`src/sv/b58_pkg.sv`:
```
// shared types, constants and helper functions of the base-58 encoder
package b58_pkg;

  localparam int MAX_BYTES_DEF  = 32;
  localparam int MAX_DIGITS_DEF = 64;
  localparam int OUT_LIMIT      = 64;
  localparam int OUT_LIMIT_W    = $clog2(OUT_LIMIT + 1);

  localparam int BYTE_W  = 8;
  localparam int DIGIT_W = 6;
  localparam int CHAR_W  = 7;
  localparam int SUM_W   = DIGIT_W + BYTE_W;

  localparam int RADIX       = 58;
  localparam int RECIP_SHIFT = 20;
  localparam int RECIP_MULT  = ((1 << RECIP_SHIFT) + RADIX - 1) / RADIX;
  localparam int RECIP_W     = $clog2(RECIP_MULT + 1);
  localparam int PROD_W      = SUM_W + RECIP_W;

  localparam logic [CHAR_W-1:0] CHAR_ONE  = 7'h31;
  localparam logic [CHAR_W-1:0] CHAR_NONE = 7'h00;

  typedef enum logic [2:0] {
    S_IDLE,
    S_FOLD,
    S_FINISH,
    S_FLAG,
    S_ZEROS,
    S_DIGITS
  } state_t;

  typedef struct packed {
    logic [BYTE_W-1:0]  quot;
    logic [DIGIT_W-1:0] rem;
  } fold_res_t;

  // maps a base-58 digit to its character, skipping 0, I, O and l
  function automatic logic [CHAR_W-1:0] b58_char(input logic [DIGIT_W-1:0] d);
    logic [CHAR_W-1:0] d7;
    d7 = {1'b0, d};
    if (d < 6'd9)       return d7 + 7'h31;
    else if (d < 6'd17) return d7 + 7'h38;
    else if (d < 6'd22) return d7 + 7'h39;
    else if (d < 6'd33) return d7 + 7'h3A;
    else if (d < 6'd44) return d7 + 7'h40;
    else if (d < 6'd58) return d7 + 7'h41;
    else                return CHAR_ONE;
  endfunction

endpackage

```
`src/sv/b58_ram.sv`:
```
// generic single-write, single-read memory with registered read data
module b58_ram #(
  parameter int WIDTH = 8,
  parameter int DEPTH = 64
) (
  input  logic                     clk,
  input  logic                     we,
  input  logic [$clog2(DEPTH)-1:0] waddr,
  input  logic [WIDTH-1:0]         wdata,
  input  logic [$clog2(DEPTH)-1:0] raddr,
  output logic [WIDTH-1:0]         rdata
);

  logic [WIDTH-1:0] mem [DEPTH];
  logic [WIDTH-1:0] rdata_r;

  always_ff @(posedge clk) begin
    if (we) begin
      mem[waddr] <= wdata;
    end
    rdata_r <= mem[raddr];
  end

  assign rdata = rdata_r;

endmodule

```
`src/sv/b58_fold_unit.sv`:
```
// shared multiply-by-256, add-carry and divide-by-58 step
module b58_fold_unit (
  input  logic [b58_pkg::BYTE_W-1:0]  carry,
  input  logic [b58_pkg::DIGIT_W-1:0] digit,
  input  logic                        use_digit,
  output b58_pkg::fold_res_t          res
);
  import b58_pkg::*;

  logic [SUM_W-1:0]  sum;
  logic [PROD_W-1:0] prod;
  logic [BYTE_W-1:0] quot;
  logic [SUM_W-1:0]  quot_ext;
  logic [SUM_W-1:0]  quot_x58;
  logic [SUM_W-1:0]  rem_full;

  // carry is below 256, so digit*256 + carry is a plain concatenation
  assign sum  = use_digit ? {digit, carry} : {{DIGIT_W{1'b0}}, carry};
  // reciprocal multiply, exact for every sum below 2^14
  assign prod = PROD_W'(sum) * PROD_W'(RECIP_MULT);
  assign quot = prod[RECIP_SHIFT +: BYTE_W];

  // quotient times 58 as 64 - 4 - 2
  assign quot_ext = SUM_W'(quot);
  assign quot_x58 = (quot_ext << 6) - (quot_ext << 2) - (quot_ext << 1);
  assign rem_full = sum - quot_x58;

  assign res.quot = quot;
  assign res.rem  = rem_full[DIGIT_W-1:0];

endmodule

```
`src/sv/base58_encoder.sv`:
```
// base-58 encoder top level: sequencer, message counters and output register
//
//  channel | dir | tdata                     | tuser                         | tlast
//  --------+-----+---------------------------+-------------------------------+---------------
//  in_     | in  | [7:0] data_byte           | [0] has_byte                  | end_of_message
//  out_    | out | [6:0] character, [7] zero | [0] empty_message [1] too_long| last_char
//
// a byte is accepted, then each stored digit passes through the shared divide-by-58 unit,
// new digits are appended from the leftover carry, and the fold then finishes
// the end item passes through a finish step, then one character per cycle while the sink is ready
// reset clears control state only; the digit memory needs no clearing pass
// a stalled sink holds the output register and the sequencer waits on it
module base58_encoder #(
  parameter int MAX_BYTES  = b58_pkg::MAX_BYTES_DEF,
  parameter int MAX_DIGITS = b58_pkg::MAX_DIGITS_DEF
) (
  input  logic       clk,
  input  logic       rst_n,
  input  logic       in_tvalid,
  output logic       in_tready,
  input  logic [7:0] in_tdata,   // [7:0] data_byte
  input  logic [0:0] in_tuser,   // [0] has_byte
  input  logic       in_tlast,   // end_of_message
  output logic       out_tvalid,
  input  logic       out_tready,
  output logic [7:0] out_tdata,  // [6:0] character, [7] zero fill
  output logic [1:0] out_tuser,  // [0] empty_message, [1] too_long
  output logic       out_tlast   // last_char
);
  import b58_pkg::*;

  localparam int AW    = $clog2(MAX_DIGITS);
  localparam int DC_W  = $clog2(MAX_DIGITS + 1);
  localparam int CNT_W = $clog2(MAX_BYTES + 1);
  localparam int MX_W  = (CNT_W > DC_W) ? CNT_W : DC_W;
  localparam int TOT_W = ((MX_W > OUT_LIMIT_W) ? MX_W : OUT_LIMIT_W) + 1;

  state_t state_r, state_nxt;

  // fold datapath
  logic [BYTE_W-1:0] carry_r, carry_nxt;
  logic [DC_W-1:0]   j_r, j_nxt;
  logic              end_r, end_nxt;

  // message counters
  logic [DC_W-1:0]  dc_r, dc_nxt;
  logic [CNT_W-1:0] lzc_r, lzc_nxt;
  logic [CNT_W-1:0] bc_r, bc_nxt;
  logic             seen_r, seen_nxt;
  logic             ovf_r, ovf_nxt;

  // output register
  logic              out_valid_r, out_valid_nxt;
  logic [CHAR_W-1:0] out_char_r, out_char_nxt;
  logic              out_last_r, out_last_nxt;
  logic              out_empty_r, out_empty_nxt;
  logic              out_long_r, out_long_nxt;

  // digit memory and shared unit
  logic               ram_we;
  logic [AW-1:0]      ram_waddr;
  logic [DIGIT_W-1:0] ram_wdata;
  logic [AW-1:0]      ram_raddr;
  logic [DIGIT_W-1:0] ram_rdata;
  fold_res_t          fres;

  logic             accept;
  logic             can_load;
  logic             in_range;
  logic             dc_full;
  logic             carry_zero;
  logic             fold_done;
  logic             byte_ok;
  logic             is_lead_zero;
  logic             do_fold;
  logic [TOT_W-1:0] tot;
  logic             ovf_all;
  logic [DC_W-1:0]  dc_m1;
  logic [DC_W-1:0]  j_m1;
  logic [DC_W-1:0]  j_p1;
  logic             clear_msg;

  b58_ram #(
    .WIDTH (DIGIT_W),
    .DEPTH (MAX_DIGITS)
  ) u_ram (
    .clk   (clk),
    .we    (ram_we),
    .waddr (ram_waddr),
    .wdata (ram_wdata),
    .raddr (ram_raddr),
    .rdata (ram_rdata)
  );

  b58_fold_unit u_fold (
    .carry     (carry_r),
    .digit     (ram_rdata),
    .use_digit (in_range),
    .res       (fres)
  );

  assign in_tready = (state_r == S_IDLE);
  assign accept    = in_tvalid && in_tready;
  assign can_load  = !out_valid_r || out_tready;

  assign in_range     = (j_r < dc_r);
  assign dc_full      = (dc_r == DC_W'(MAX_DIGITS));
  assign carry_zero   = (carry_r == '0);
  // nothing left to fold: carry spent, or no room for another digit
  assign fold_done    = !in_range && (carry_zero || dc_full);
  assign byte_ok      = (bc_r < CNT_W'(MAX_BYTES));
  assign is_lead_zero = !seen_r && (in_tdata == '0);
  assign do_fold      = in_tuser[0] && byte_ok && !is_lead_zero && !ovf_r;

  // ones plus digits must fit the output length limit
  assign tot     = TOT_W'(lzc_r) + TOT_W'(dc_r);
  assign ovf_all = ovf_r || (tot > TOT_W'(OUT_LIMIT));

  assign dc_m1 = dc_r - 1'b1;
  assign j_m1  = j_r - 1'b1;
  assign j_p1  = j_r + 1'b1;

  // next state
  always_comb begin
    state_nxt = state_r;
    unique case (state_r)
      S_IDLE: begin
        if (accept) begin
          if (do_fold)       state_nxt = S_FOLD;
          else if (in_tlast) state_nxt = S_FINISH;
        end
      end
      S_FOLD: begin
        if (fold_done) state_nxt = end_r ? S_FINISH : S_IDLE;
      end
      S_FINISH: begin
        if (ovf_all || bc_r == '0) state_nxt = S_FLAG;
        else if (lzc_r != '0)      state_nxt = S_ZEROS;
        else                       state_nxt = S_DIGITS;
      end
      S_FLAG: begin
        if (can_load) state_nxt = S_IDLE;
      end
      S_ZEROS: begin
        if (can_load && lzc_r == CNT_W'(1)) begin
          state_nxt = (dc_r == '0) ? S_IDLE : S_DIGITS;
        end
      end
      S_DIGITS: begin
        if (can_load && j_r == '0) state_nxt = S_IDLE;
      end
      default: state_nxt = S_IDLE;
    endcase
  end

  // datapath, memory control and output register
  always_comb begin
    carry_nxt     = carry_r;
    j_nxt         = j_r;
    end_nxt       = end_r;
    dc_nxt        = dc_r;
    lzc_nxt       = lzc_r;
    bc_nxt        = bc_r;
    seen_nxt      = seen_r;
    ovf_nxt       = ovf_r;
    out_valid_nxt = out_tready ? 1'b0 : out_valid_r;
    out_char_nxt  = out_char_r;
    out_last_nxt  = out_last_r;
    out_empty_nxt = out_empty_r;
    out_long_nxt  = out_long_r;
    ram_we        = 1'b0;
    ram_waddr     = j_r[AW-1:0];
    ram_wdata     = fres.rem;
    ram_raddr     = '0;
    clear_msg     = 1'b0;

    unique case (state_r)
      S_IDLE: begin
        // digit 0 is prefetched so a fold starts at once
        if (accept) begin
          if (in_tuser[0]) begin
            if (!byte_ok) begin
              ovf_nxt = 1'b1;
            end else begin
              bc_nxt = bc_r + 1'b1;
              if (is_lead_zero) lzc_nxt = lzc_r + 1'b1;
              else              seen_nxt = 1'b1;
            end
          end
          if (do_fold) begin
            carry_nxt = in_tdata;
            j_nxt     = '0;
            end_nxt   = in_tlast;
          end
        end
      end
      S_FOLD: begin
        if (in_range) begin
          // rewrite digit j, prefetch digit j+1
          ram_we    = 1'b1;
          carry_nxt = fres.quot;
          j_nxt     = j_p1;
          if (j_p1 < dc_r) ram_raddr = j_p1[AW-1:0];
        end else if (!carry_zero) begin
          if (dc_full) begin
            ovf_nxt = 1'b1;
          end else begin
            // append a new top digit from the leftover carry
            ram_we    = 1'b1;
            ram_waddr = dc_r[AW-1:0];
            carry_nxt = fres.quot;
            dc_nxt    = dc_r + 1'b1;
            j_nxt     = j_p1;
          end
        end
      end
      S_FINISH: begin
        ovf_nxt   = ovf_all;
        ram_raddr = dc_m1[AW-1:0];
        j_nxt     = dc_m1;
      end
      S_FLAG: begin
        if (can_load) begin
          out_valid_nxt = 1'b1;
          out_char_nxt  = CHAR_NONE;
          out_last_nxt  = 1'b1;
          out_empty_nxt = !ovf_r;
          out_long_nxt  = ovf_r;
          clear_msg     = 1'b1;
        end
      end
      S_ZEROS: begin
        // keep the top digit prefetched for the digit phase
        ram_raddr = dc_m1[AW-1:0];
        if (can_load) begin
          out_valid_nxt = 1'b1;
          out_char_nxt  = CHAR_ONE;
          out_last_nxt  = (lzc_r == CNT_W'(1)) && (dc_r == '0);
          out_empty_nxt = 1'b0;
          out_long_nxt  = 1'b0;
          lzc_nxt       = lzc_r - 1'b1;
          if (lzc_r == CNT_W'(1) && dc_r == '0) clear_msg = 1'b1;
        end
      end
      S_DIGITS: begin
        // read data always belongs to digit j; re-read it while stalled
        ram_raddr = can_load ? j_m1[AW-1:0] : j_r[AW-1:0];
        if (can_load) begin
          out_valid_nxt = 1'b1;
          out_char_nxt  = b58_char(ram_rdata);
          out_last_nxt  = (j_r == '0);
          out_empty_nxt = 1'b0;
          out_long_nxt  = 1'b0;
          if (j_r == '0) clear_msg = 1'b1;
          else           j_nxt = j_m1;
        end
      end
      default: begin
        ram_raddr = '0;
      end
    endcase

    if (clear_msg) begin
      dc_nxt   = '0;
      lzc_nxt  = '0;
      bc_nxt   = '0;
      seen_nxt = 1'b0;
      ovf_nxt  = 1'b0;
    end
  end

  always_ff @(posedge clk) begin
    if (!rst_n) begin
      state_r     <= S_IDLE;
      dc_r        <= '0;
      lzc_r       <= '0;
      bc_r        <= '0;
      seen_r      <= 1'b0;
      ovf_r       <= 1'b0;
      end_r       <= 1'b0;
      j_r         <= '0;
      out_valid_r <= 1'b0;
    end else begin
      state_r     <= state_nxt;
      dc_r        <= dc_nxt;
      lzc_r       <= lzc_nxt;
      bc_r        <= bc_nxt;
      seen_r      <= seen_nxt;
      ovf_r       <= ovf_nxt;
      end_r       <= end_nxt;
      j_r         <= j_nxt;
      out_valid_r <= out_valid_nxt;
    end
  end

  // payload registers
  always_ff @(posedge clk) begin
    carry_r     <= carry_nxt;
    out_char_r  <= out_char_nxt;
    out_last_r  <= out_last_nxt;
    out_empty_r <= out_empty_nxt;
    out_long_r  <= out_long_nxt;
  end

  assign out_tvalid = out_valid_r;
  assign out_tdata  = {1'b0, out_char_r};
  assign out_tuser  = {out_long_r, out_empty_r};
  assign out_tlast  = out_last_r;

endmodule

```
`config.mk`:
```
export PLATFORM = sky130hd
export DESIGN_NAME = base58_encoder
export DESIGN_NICKNAME = d
export VERILOG_FILES = /design/src/sv/b58_pkg.sv /design/src/sv/b58_ram.sv /design/src/sv/b58_fold_unit.sv /design/src/sv/base58_encoder.sv
export SDC_FILE = /design/constraint.sdc
export NUM_CORES = 1
export LEC_CHECK = 0
export BUFFER_PORTS_ARGS = -buffer_cell sky130_fd_sc_hd__clkbuf_2
export CELL_PAD_IN_SITES_DETAIL_PLACEMENT = 1
export CELL_PAD_IN_SITES_GLOBAL_PLACEMENT = 1
export CORE_ASPECT_RATIO = 0.75
export CORE_MARGIN = 2
export CORE_UTILIZATION = 30
export DETAILED_ROUTE_END_ITERATION = 7
export PLACE_DENSITY = 0.53
export REMOVE_ABC_BUFFERS = 1
export SYNTH_ARGS = -nofsm -noshare
export SYNTH_HDL_FRONTEND = slang
export SYNTH_HIERARCHICAL = 1
export SYNTH_SLANG_ARGS = --single-unit
```
`constraint.sdc`:
```
create_clock -name clk -period 11.7 [get_ports clk]
set_input_delay 0.585 -clock clk [delete_from_list [all_inputs] [get_ports clk]]
set_output_delay 0.585 -clock clk [all_outputs]
set_load 0.02 [all_outputs]
```
; Word level (Yosys, flattened, before mapping)
; Memories as Yosys holds them, arrays and structs flattened. A register that Yosys moved wholly into a read port is not among the register bits.
; Cells that the tools add are included.
[classes]
bitwise = 5
n_eq_ne = 27
magnitude_cmp = 10
mul = 1
n_addsub = 17
n_reduce_logical = 46
mux = 82
[ops]
columns = cell, n
row1 = two-way mux 7 bit, 16
row2 = two-way mux 6 bit, 12
row3 = two-way mux 8 bit, 5
row4 = "adder 6 x 6 -> 7 bit, second input constant", 4
row5 = "multiplier 14 x 15 -> 28 bit, second input constant", 1
row6 = one-hot mux 7 bit (4 select lines), 1
row7 = two-way mux 1 bit, 27
row8 = two-way mux 3 bit, 9
row9 = "< comparator 6 bit, second input constant", 4
row10 = "inequality test 2 bit, second input constant", 11
row11 = one-hot mux 7 bit (3 select lines), 1
row12 = one-hot mux 3 bit (6 select lines), 1
row13 = one-hot mux 6 bit (3 select lines), 1
row14 = zero test 8 bit, 2
row15 = one-hot mux 8 bit (2 select lines), 1
row16 = "adder 6 x 7 -> 7 bit, second input constant", 2
row17 = "adder 7 x 1 -> 7 bit, second input constant", 2
row18 = zero test 7 bit, 2
row19 = < comparator 7 bit, 2
row20 = two-way mux 14 bit, 1
row21 = AND reduction 7 bit, 2
row22 = "subtractor 7 x 1 -> 7 bit, second input constant", 2
row23 = "adder 6 x 1 -> 6 bit, second input constant", 2
row24 = "< comparator 6 x 5 -> 1 bit, second input constant", 2
row25 = other kinds (34), 75
[word_totals]
mem_count = 1
input_bits = 14
ff_bits = 51
ram_bits = 384
output_inout_bits = 13
[mem_list]
columns = memory, words, width, rd, rd_ports_with_merged_regs, write_ports, line
row1 = u_ram.mem, 64, 6, 1, 1, 1, b58_ram.sv:14  ; logic [WIDTH-1:0] mem [DEPTH];

; Depth between registers and ports, before layout
[depth]
depth_word = 9
ltp_mapped = 38

; Hierarchy
; Netlist, hierarchy kept.
[by_module_without_submodules]
columns = mod, cells_each, n_inst, area_each_um2, seq_area_each_um2
row1 = b58_ram, 729, 1, 15205.8, 11651.2
row2 = base58_encoder, 566, 1, 4377.9, 1201.2
row3 = b58_fold_unit, 418, 1, 4036.4, 0.0

; Worst setup path before layout
; Ideal clock, no wire load.
[synth_timing]
path_kind = reg-to-reg
start = register dc_r[4]
end = memory u_ram/mem[0][4] in the netlist's numbering, data pin
stages_incl_launch_ff = 33
setup_slack_ns = 1.461
setup_time_ns = 0.567
period_less_slack_ns = 10.239
t_arrival_ns = 9.671
path_cell_list = dfxtp_1 inv_1 ha_1 a2111o_1 a31oi_2 nor2_1 inv_1 clkbuf_1 and2_1 inv_1 ha_1 inv_1 ha_1 a21oi_1 xnor2_1 xnor2_1 fa_1 inv_1 fa_1 fa_1 fa_1 ha_1 nand4_2 nor3_2 nand3_1 o211ai_2 xor2_1 ha_1 nand2_1 a2111oi_0 a211oi_1 fa_1 xnor2_1
[synth_rtl]
columns = item, line
row1 = "start, declared", base58_encoder.sv:46  ; logic [DC_W-1:0] dc_r, dc_nxt;
row2 = "start signal, assigned", base58_encoder.sv:285  ; dc_r <= dc_nxt;
row3 = "end, declared", b58_ram.sv:14

==> results.md <==
- The area enclosed by the die boundary is 81020 µm².
- Of all nets on the critical path, the largest fanout is 64.
- The slowest stage cell on the critical path is sky130_fd_sc_hd__xnor3_2.
- Setup repair after global routing left no endpoint under its margin.
- The first global-routing pass estimated 98170 µm of wire.
- Across every metal layer, demand over resource in global routing totals 0.1606.
- The clock edge transition at the registers on the reported setup and hold paths is 0.06 ns.
- Of all cell types, the one taking the most synthesized area is sky130_fd_sc_hd__edfxtp_1.
- Across the run, the number of max-cap violations was 0.
- The synthesized netlist occupies a cell area of 23620 µm².
- After detailed placement, the total cell area comes to roughly 25000 µm².
- In the routed design, unresolved DRC markers number 0.
- The wire-length estimate of the detail-placed layout is between 40000 and 50000 µm.
- The first-pass iteration count of the detailed router is 5.
- The initial antenna violation count is 3.
- The number of enable flip-flop cells after synthesis is around 400.
- In the final routed layout, each cell accounts on average for 22.62 µm.
- The most used flip-flop cell after synthesis is sky130_fd_sc_hd__edfxtp_1.
- Adding up every negative setup slack in the final design gives 0 ns.
- The height of the die is approximately 250 µm.
- Counting instances, the worst hold path has a depth of 3.
- The final max-slew violation count is 0.
- The total congestion overflow is 0.
- Ranked by total cell area, the synthesized netlist is headed by sky130_fd_sc_hd__edfxtp_1, sky130_fd_sc_hd__mux4_2, sky130_fd_sc_hd__ha_1, sky130_fd_sc_hd__fa_1, sky130_fd_sc_hd__dfxtp_1.
- The data arrival time at the worst-slack endpoint is 10.65 ns.
- The tree built by TritonCTS fans out to 441 sinks.
- The share of cells above drive strength 1 is 0.1449.
- The core region is about 80000 µm².
- The share of the yosys chip area belonging to registers is 0.5441.
- In this design, the stage delay of the slowest critical-path cell is 0.97 ns.
- The final layout contains 1964 nets.
- The critical path capture point type is a flip-flop.
- Entering global routing, the biggest net connects 96 pins.
- The detailed-route vias per instance is 5.039.
- The count of unique library cells instantiated by Yosys is 91.
- The share of synthesized area in the top cell type comes to 0.5111.
- The total vias in the final route is 14180.
- The remaining antenna violation count after routing is 0.
- The number of clock buffers added by TritonCTS is 49.
- Input and output buffers added on the ports amount to 25.
- Synthesis inferred 441 register bits.
- The worst register-to-register path has a depth of 35.
- Once the clock tree was built, the setup fixing pass inserted 0 buffers.
- The final period utilization is 0.8911.
- Setup violations remaining at the end of the flow were counted as 0.
- The classification of the worst-slack hold path is in2reg.
- The total non-filler cell area in the finished layout is 26480 µm².
- At the end of routability-driven placement, the weighted congestion stood at 0.8016.
- After synthesis, the share of flip-flops with an asynchronous set or reset is 0.
- The worst setup path is launched from a flip-flop.
- The smallest clock period supported by the final layout is computed as 10.43 ns.
- The H-tree was split into 2 levels.
- From left edge to right edge, the die measures between 300 and 400 µm.
- Between clock sinks in the finished design, the worst skew comes to 0.04095 ns.
- In the synthesized netlist, the number of instances is approximately 1700.
- The via count of the first global-routing pass was about 15000.
- The achievable frequency is 95.92 MHz.
- Once the clock tree was built, the resizer swapped 0 gates to a different size.
- For this run, the number of Yosys warnings is 6.
- The number of inserted filler cells in the final layout is 8207.
- For the pin with the worst max-slew slack, the measured transition is 1.134 ns.
- The count of hold buffers inserted by post-cts repair is 0.
- The initial standard-cell utilization of the core is 0.3017.
- Data on the critical path is required at its endpoint by 11.92 ns.
- In this run the tightest slew margin relative to its limit is 0.2379.
- Pin placement for this block handled 27 I/O pins.
- Each instance of the synthesized netlist takes up on average between 10 and 15 µm².
- The violation count after the first detailed-routing iteration is 1092.
- The aggregate routed wire length is 63650 µm.
- The later-pin clock latency in the skew report is 0.61 ns.
- The kind of critical path is reg2reg.
- The floorplan has 89 rows.
- The number of buffers on the longest clock path is 3.
- Among the stages of the critical path, the cell type that occurs most often is sky130_fd_sc_hd__ha_1.
- The CTS root buffer is sky130_fd_sc_hd__clkbuf_16.
- TritonCTS built the clock tree.
- From synthesis to final layout, the design area changed by 12.10%.
- Across all hold checks on the routed design, the worst slack comes to 0.2522 ns.
- The count of final hold-check violations is 0.
- The run finished with clean final reports.
==> routing by layer <==
layer	routed length (µm)	part of all wire	up-vias	track usage
met4	909	0.014	0	0.03305
met3	2969	0.047	58	0.02511
li1	-	-	6427	-
met2	27000	0.42	270	0.2328
met5	0	0	-	0
met1	32780	0.51	7424	0.2505
==> final timing paths <==
kind                            slack [ns]                 start                         end
worst min register to register        0.48    end_r$_SDFFE_PN0P_          end_r$_SDFFE_PN0P_
worst max-delay path                  1.27  dc_r[4]$_SDFFE_PP0P_  u_ram/mem[31][5]$_DFFE_PP_
worst min-delay path                  0.25              in_tlast          end_r$_SDFFE_PN0P_
worst max register to register        1.27  dc_r[4]$_SDFFE_PP0P_  u_ram/mem[31][5]$_DFFE_PP_
==> flip-flops by register name, summed over array words and instances, names as in the netlist <==
register     flops
bc_r             6
carry_r          8
dc_r             7
end_r            1
j_r              7
lzc_r            6
out_char_r       7
out_empty_r      1
out_long_r       1
out_tlast        1
out_tvalid       1
ovf_r            1
seen_r           1
state_r          3
u_ram/mem      384
u_ram/rdata      6
==> cells by family after synthesis <==
logic type | count (synthesis) | synth area share
and+or+nand+nor | 413 | 0.08295
xor gates and xnor gates | 57 | 0.02299
adders and majority gates | 220 | 0.1359
muxes | 121 | 0.1064
DFF | 441 | 0.5441
AOI/OAI and AO/OA | 230 | 0.06664
other | 1 | 0.0001588
buffers and inverters | 230 | 0.04079
==> placed cells by master (no fill, tap or decap), drive strengths merged, types with 39 or more instances in the layout <==
master	netlist	layout
o21ai	47	47
mux4	104	104
edfxtp	402	402
dfxtp	39	39
ha	159	159
a21oi	49	49
inv	148	150
nor2	146	146
fa	61	61
clkbuf	42	89
nand2	114	114
==> critical path, delay by kind of cell, from the launching register on <==
| family | cells | cell delay (ns) |
|---|---|---|
| fa+ha+maj | 11 | 3.90 |
| compound gates | 8 | 2.37 |
| xor+xnor | 4 | 1.42 |
| simple gates | 6 | 1.11 |
| buf+inv | 6 | 0.74 |
| flops | 1 | 0.45 |
==> cells in the mapped netlist (12+ instances only) <==
library cell / instances
sky130_fd_sc_hd__a31oi_1: 12
sky130_fd_sc_hd__xor2_1: 21
sky130_fd_sc_hd__o21ai_0: 44
sky130_fd_sc_hd__nor2_1: 144
sky130_fd_sc_hd__nand2b_1: 14
sky130_fd_sc_hd__nand2_1: 114
sky130_fd_sc_hd__a21oi_1: 49
sky130_fd_sc_hd__buf_2: 21
sky130_fd_sc_hd__nor3_1: 17
sky130_fd_sc_hd__dfxtp_1: 39
sky130_fd_sc_hd__clkbuf_1: 41
sky130_fd_sc_hd__edfxtp_1: 402
sky130_fd_sc_hd__ha_1: 159
sky130_fd_sc_hd__mux2i_1: 16
sky130_fd_sc_hd__inv_1: 147
sky130_fd_sc_hd__nand3_1: 36
sky130_fd_sc_hd__xnor2_1: 32
sky130_fd_sc_hd__fa_1: 61
sky130_fd_sc_hd__mux4_2: 104
sky130_fd_sc_hd__o22ai_1: 12
sky130_fd_sc_hd__o211ai_1: 13
==> metrics by stage <==
| step | utilization | cells | setup WS, ns |
|---|---|---|---|
| floorplan | - | 1633 | -3.143 |
| global placement | 0.3178 | 2724 | 1.601 |
| detailed placement | 0.3178 | 2724 | 1.245 |
| CTS | 0.3382 | 2812 | 1.156 |
| global route | 0.3382 | 2813 | 0.4403 |
| finish | 0.3382 | 2814 | 1.274 |
==> final cells by class <==
class	count	area, µm²	area share
Clock inverter	24	302.8	0.01144
Antenna cell	1	2.502	0.00009450
Inverter	150	563.0	0.02126
Tap cell	1046	1309	0.04943
Multi-Input combinational cell	1042	9864	0.3725
Sequential cell	441	12850	0.4854
Timing Repair Buffer	46	292.8	0.01106
Clock buffer	64	1292	0.04881
Power is not shown: default switching activity piles up to over one toggle a cycle in this logic, so the estimate is an artifact.
